[config.mk]
export PLATFORM = sky130hd
export DESIGN_NAME = bbtc_cfg
export DESIGN_NICKNAME = d
export VERILOG_FILES = /design/src/rtl/bbtc_pkg.sv /design/src/rtl/bbtc_cfg.sv
export SDC_FILE = /design/constraint.sdc
export NUM_CORES = 1
export LEC_CHECK = 0
export ABC_AREA = 1
export BUFFER_PORTS_ARGS = -buffer_cell sky130_fd_sc_hd__buf_2
export CORE_AREA = 5 5 74 76
export CTS_BUF_LIST = sky130_fd_sc_hd__clkbuf_2 sky130_fd_sc_hd__clkbuf_4 sky130_fd_sc_hd__clkbuf_8
export DETAILED_ROUTE_END_ITERATION = 8
export DIE_AREA = 0 0 79 81
export GPL_TIMING_DRIVEN = 0
export PLACE_DENSITY = 0.76
export SLEW_MARGIN = 40
export SYNTH_ARGS = -nofsm -noshare
export SYNTH_HDL_FRONTEND = slang
export SYNTH_SLANG_ARGS = --single-unit
[constraint.sdc]
create_clock -name clk -period 0.8 [get_ports clk]
set_input_delay 0.2 -clock clk [delete_from_list [all_inputs] [get_ports clk]]
set_output_delay 0.2 -clock clk [all_outputs]
set_load 0.05 [all_outputs]
[src/rtl/bbtc_pkg.sv]
package bbtc_pkg;

    // Cache geometry and field widths.
    localparam int SLOTS    = 64;
    localparam int SLOT_W   = $clog2(SLOTS);
    localparam int CNT_W    = $clog2(SLOTS + 1);
    localparam int KEY_W    = 32;
    localparam int HANDLE_W = 16;
    localparam int SIZE_W   = 24;
    localparam int CMD_W    = 3;
    localparam int CAP_W    = 32;
    localparam int USED_W   = 30;
    localparam int BYTES_W  = SIZE_W + CNT_W;
    localparam int CMP_W    = (BYTES_W > CAP_W) ? BYTES_W : CAP_W;

    // Byte budget limits and reset value.
    localparam logic [CAP_W-1:0] MIN_CAPACITY = 32'd1048576;
    localparam logic [CAP_W-1:0] MAX_CAPACITY = 32'd1073741824;
    localparam logic [CAP_W-1:0] CAP_RESET    = 32'd268435456;

    // Configuration port decode.
    localparam int APB_ADDR_W = 3;
    localparam logic [0:0] REG_CAPACITY = 1'b0;

    typedef enum logic [CMD_W-1:0] {
        CMD_FIND        = 3'd0,
        CMD_INSERT      = 3'd1,
        CMD_EVICT_OTHER = 3'd2,
        CMD_CLEAR       = 3'd3,
        CMD_FIT         = 3'd4
    } cmd_t;

    typedef enum logic [1:0] {
        SCAN_LOCATE,
        SCAN_OLDEST,
        SCAN_OTHER
    } scan_mode_t;

    typedef enum logic [1:0] {
        ADJ_PROMOTE,
        ADJ_DROP,
        ADJ_SHIFT
    } adj_mode_t;

    typedef enum logic [3:0] {
        S_IDLE,
        S_SCAN,
        S_DECIDE,
        S_DROP,
        S_ADJ,
        S_POST,
        S_NEWWR,
        S_FIT,
        S_RESP
    } state_t;

    typedef struct packed {
        logic [KEY_W-1:0]    scale;
        logic [KEY_W-1:0]    tile;
        logic [HANDLE_W-1:0] handle;
        logic [SIZE_W-1:0]   size;
        logic [SLOT_W-1:0]   rank;
    } slot_t;

    typedef struct packed {
        scan_mode_t          scan_mode;
        adj_mode_t           adj_mode;
        logic [KEY_W-1:0]    scale;
        logic [KEY_W-1:0]    tile;
        logic [HANDLE_W-1:0] handle;
        logic [SIZE_W-1:0]   size;
        logic [SLOT_W-1:0]   rank;
        logic [SLOT_W-1:0]   target;
        logic                replace;
        logic [CNT_W-1:0]    live;
    } alu_ctl_t;

    typedef struct packed {
        logic  match;
        logic  oldest;
        slot_t upd;
    } alu_res_t;

    function automatic logic [USED_W-1:0] used_of(input logic [BYTES_W-1:0] b);
        logic [CMP_W-1:0] e;
        e = CMP_W'(b);
        return e[USED_W-1:0];
    endfunction

endpackage

[src/rtl/bbtc_cfg.sv]
module bbtc_cfg (
    input  logic                              clk,
    input  logic                              rst_n,
    input  logic                              psel,
    input  logic                              penable,
    input  logic                              pwrite,
    input  logic [bbtc_pkg::APB_ADDR_W-1:0]   paddr,
    input  logic [31:0]                       pwdata,
    output logic [31:0]                       prdata,
    output logic                              pready,
    output logic [bbtc_pkg::CAP_W-1:0]        capacity
);

    logic [bbtc_pkg::CAP_W-1:0] capacity_reg;
    logic [bbtc_pkg::CAP_W-1:0] capacity_next;
    logic                       wr_hit;
    logic                       sel_cap;

    assign sel_cap = (paddr[bbtc_pkg::APB_ADDR_W-1:2] == bbtc_pkg::REG_CAPACITY);
    assign wr_hit  = psel && penable && pwrite && sel_cap;

    // Clamp to the floor first, then the ceiling, so the ceiling wins on a conflict.
    always_comb
    begin
        capacity_next = capacity_reg;
        if (wr_hit)
        begin
            capacity_next = pwdata;
            if (capacity_next < bbtc_pkg::MIN_CAPACITY)
            begin
                capacity_next = bbtc_pkg::MIN_CAPACITY;
            end
            if (capacity_next > bbtc_pkg::MAX_CAPACITY)
            begin
                capacity_next = bbtc_pkg::MAX_CAPACITY;
            end
        end
    end

    always_ff @(posedge clk or negedge rst_n)
    begin
        if (!rst_n)
        begin
            capacity_reg <= bbtc_pkg::CAP_RESET;
        end
        else
        begin
            capacity_reg <= capacity_next;
        end
    end

    assign prdata   = sel_cap ? capacity_reg : 32'd0;
    assign pready   = 1'b1;
    assign capacity = capacity_reg;

endmodule

==> flow_metrics.env <==
export IMPL_synth_seq_cells=32
export IMPL_largest_reg_flops=32
export IMPL_initial_core_util_pct=40.1
export IMPL_htreeDepth=2
export IMPL_required_ns=0.60
export IMPL_ys_seq_area_share_pct=42.9
export IMPL_utilization_pct=85.3
export IMPL_wl_per_cell_um=15.7
export IMPL_path_clk_slew_ns=0.07
export IMPL_p_leak_nw=1.89
export IMPL_stdcell_count=461
export IMPL_yosys_warnings=0
export IMPL_critical_path_class="flop to primary output"
export IMPL_drc_errors=0
export IMPL_fin_crit_sh_pct=164
export IMPL_firstDrtPassIters=4
export IMPL_syn_area_sq_um=1870
export IMPL_skew_ns=0
export IMPL_cts_root_buffer="clkbuf_8"
export IMPL_status="finished, violations left"
export IMPL_num_io_pins=105
export IMPL_report_final_slew_viol_count=0
export IMPL_p_clk_share_pct=22.0
export IMPL_ir_drop_mv=1.03
export IMPL_synth_cells=274
export IMPL_failed_checks="negative hold slack, negative setup slack"
export IMPL_syn_nets=314
export IMPL_worstPathArrival_ns=1.11
export IMPL_worstPathMaxFanout=2
export IMPL_pwr_share_comb_pct=45.6
export IMPL_hp_class="input pin to asynchronous set/reset pin"
export IMPL_crit_path_end_kind="primary output"
export IMPL_max_cap_violations=0
export IMPL_setup_viol=95
export IMPL_ys_types=19
export IMPL_clockBufferDepth=2
export IMPL_antenna_found_initial=0
export IMPL_port_buffer_count=100
export IMPL_grt_usage_pct=21.6
export IMPL_final_hold_viol_count=11
export IMPL_cts_sinks=32
export IMPL_avgSynthCellArea_sq_um=6.82
export IMPL_swShare_pct=39.9
export IMPL_overflow=0
export IMPL_num_fill_cells=240
export IMPL_period_minus_slack_ns=1.31
export IMPL_dp_cells=428
export IMPL_setup_slack_ns=-0.510
export IMPL_die_area_sq_um=6400
export IMPL_grt_max_degree=33
export IMPL_whs_ns=-0.179
export IMPL_grt_pass1_wl_um=10800
export IMPL_area_growth_pct=113
export IMPL_netSwitchingPower_mw=2.46
export IMPL_fp_row_count=25
export IMPL_rsz0062_at_grt="true"
export IMPL_antenna_cells=0
export IMPL_fmaxAchievable_mhz=763
export IMPL_drtIter0Drc=97
export IMPL_internal_power_mw=3.70
export IMPL_die_x_um=79
export IMPL_hold_buffers=0
export IMPL_powerDensity_nw_per_um2=1550
export IMPL_viasPerCell=4.81
export IMPL_worstSkewPairLatency_ns=0.28
export IMPL_grt_pass1_vias=2267
export IMPL_die_height_um=81
export IMPL_wl_um=7240
export IMPL_cp_start_kind="flop"
export IMPL_vias=2219
export IMPL_numCtsBuffers=5
export IMPL_place_congestion=0.747
export IMPL_final_nets=446
export IMPL_drive_gt1_share_pct=76.4
export IMPL_postRouteAntennaNets=0
export IMPL_seq_power_share_pct=32.5
export IMPL_core_sq_um=4660
export IMPL_dp_hpwl_um=4190
export IMPL_cts_tree="done"
layout by cell type (no fill, tap or decap):
master | netlist | final
clkbuf_2 | 0 | 1
nand2_2 | 1 | 8
o21ai_1 | 0 | 1
nor2_4 | 1 | 39
nand2_4 | 0 | 3
clkbuf_1 | 6 | 2
inv_4 | 0 | 2
buf_8 | 0 | 28
inv_1 | 62 | 13
conb_1 | 1 | 1
dfstp_2 | 1 | 1
clkbuf_4 | 0 | 2
nand3_2 | 6 | 30
buf_4 | 1 | 14
clkbuf_8 | 0 | 9
inv_2 | 0 | 47
buf_2 | 1 | 16
o21ai_0 | 2 | 1
nor2_1 | 44 | 7
dfrtp_2 | 0 | 31
or2_4 | 1 | 1
and2_4 | 0 | 1
nand2_1 | 81 | 71
nor2_2 | 3 | 2
buf_16 | 0 | 2
nand3_4 | 1 | 1
buf_12 | 0 | 2
buf_6 | 6 | 71
through the flow:
step | setup WS, ns | power [mW] | hold slack (ns) | TNS [ns] | instance area [sq um]
floorplan | -0.449 | 3.52 | -0.0956 | -16.60 | 2310
global placement | -0.477 | 4.00 | 0.300 | -25.05 | 2880
detailed placement | -0.518 | 4.03 | 0.313 | -27.08 | 2880
CTS | -0.503 | 5.97 | 0.00309 | -26.94 | 3780
global route | -0.558 | 6.40 | -0.162 | -33.36 | 3980
finish | -0.510 | 6.15 | -0.179 | -28.52 | 3980
cells by family after synthesis:
kind of cell / after synthesis / synth area share (%)
AOI/OAI and AO/OA: 2 / 0.535
other: 1 / 0.201
DFF: 32 / 42.9
and+or+nand+nor: 163 / 38.4
buffers and inverters: 76 / 17.9
final cells by class:
class | count | area, sq um | share of cell area, %
tap | 54 | 67.6 | 1.70
buffer | 12 | 134 | 3.37
clock buffer | 8 | 97.6 | 2.46
sequential | 32 | 841 | 21.2
inverter | 62 | 238 | 5.98
timing repair buffer | 127 | 1420 | 35.7
multi-input combinational | 166 | 1180 | 29.6
cells in the mapped netlist:
cell	instances	area, sq um
clkbuf_1	6	22.5
inv_1	62	233
conb_1	1	3.75
buf_6	6	67.6
and2_1	1	6.26
nand3_1	24	120
or2_4	1	8.76
o21ai_0	2	10.0
nand2_1	81	304
nand2_2	1	6.26
buf_2	1	5.00
dfrtp_1	31	776
dfstp_2	1	26.3
nor2_1	44	165
buf_4	1	7.51
nand3_4	1	17.5
nor2_4	1	11.3
nor2_2	3	18.8
nand3_2	6	60.1
final timing paths:
check,startpoint,endpoint,slack [ns],depth (start not counted)
max in group asynchronous,rst_n,capacity[7],0.54,2
min in group clk,pwdata[28],capacity[28],0.11,3
hold reg to reg,capacity[3],capacity[3],0.52,2
hold / removal,rst_n,capacity[24],-0.18,1
setup / recovery,capacity[28],prdata[28],-0.51,3
setup reg to reg,capacity[16],capacity[16],-0.07,4
routing by layer:
layer	track usage, %	wire [um]
met1	24.1	2600
met2	40.9	4090
met3	4.21	416
met4	7.04	125
met5	0	0
power groups by stage:
stage	Clock, mW	Combinational (mW)	Sequential (mW)
final	1.35	2.80	2.00
after global routing	1.43	2.94	2.02
after CTS	1.37	2.60	2.00
after detailed placement	0	2.04	1.99
after global placement	0	2.02	1.98
after floorplan	0	0.969	2.55
worst max-delay path, stage by stage (launching register included):
cell,delay (ns)
dfstp_2,0.54
inv_2,0.04
nor2_4,0.09
buf_8,0.15
what timing repair did:
| item | CTS | global route |
|---|---|---|
| setup endpoints to repair | 94 | 95 |
| gates resized for setup | 179 | 61 |
| buffers inserted | 15 | 9 |
| gates cloned | 5 | 0 |
| pin swaps | 44 | 49 |
| endpoints found under the hold margin | 0 | 11 |
(Power assumes the default switching activity.)
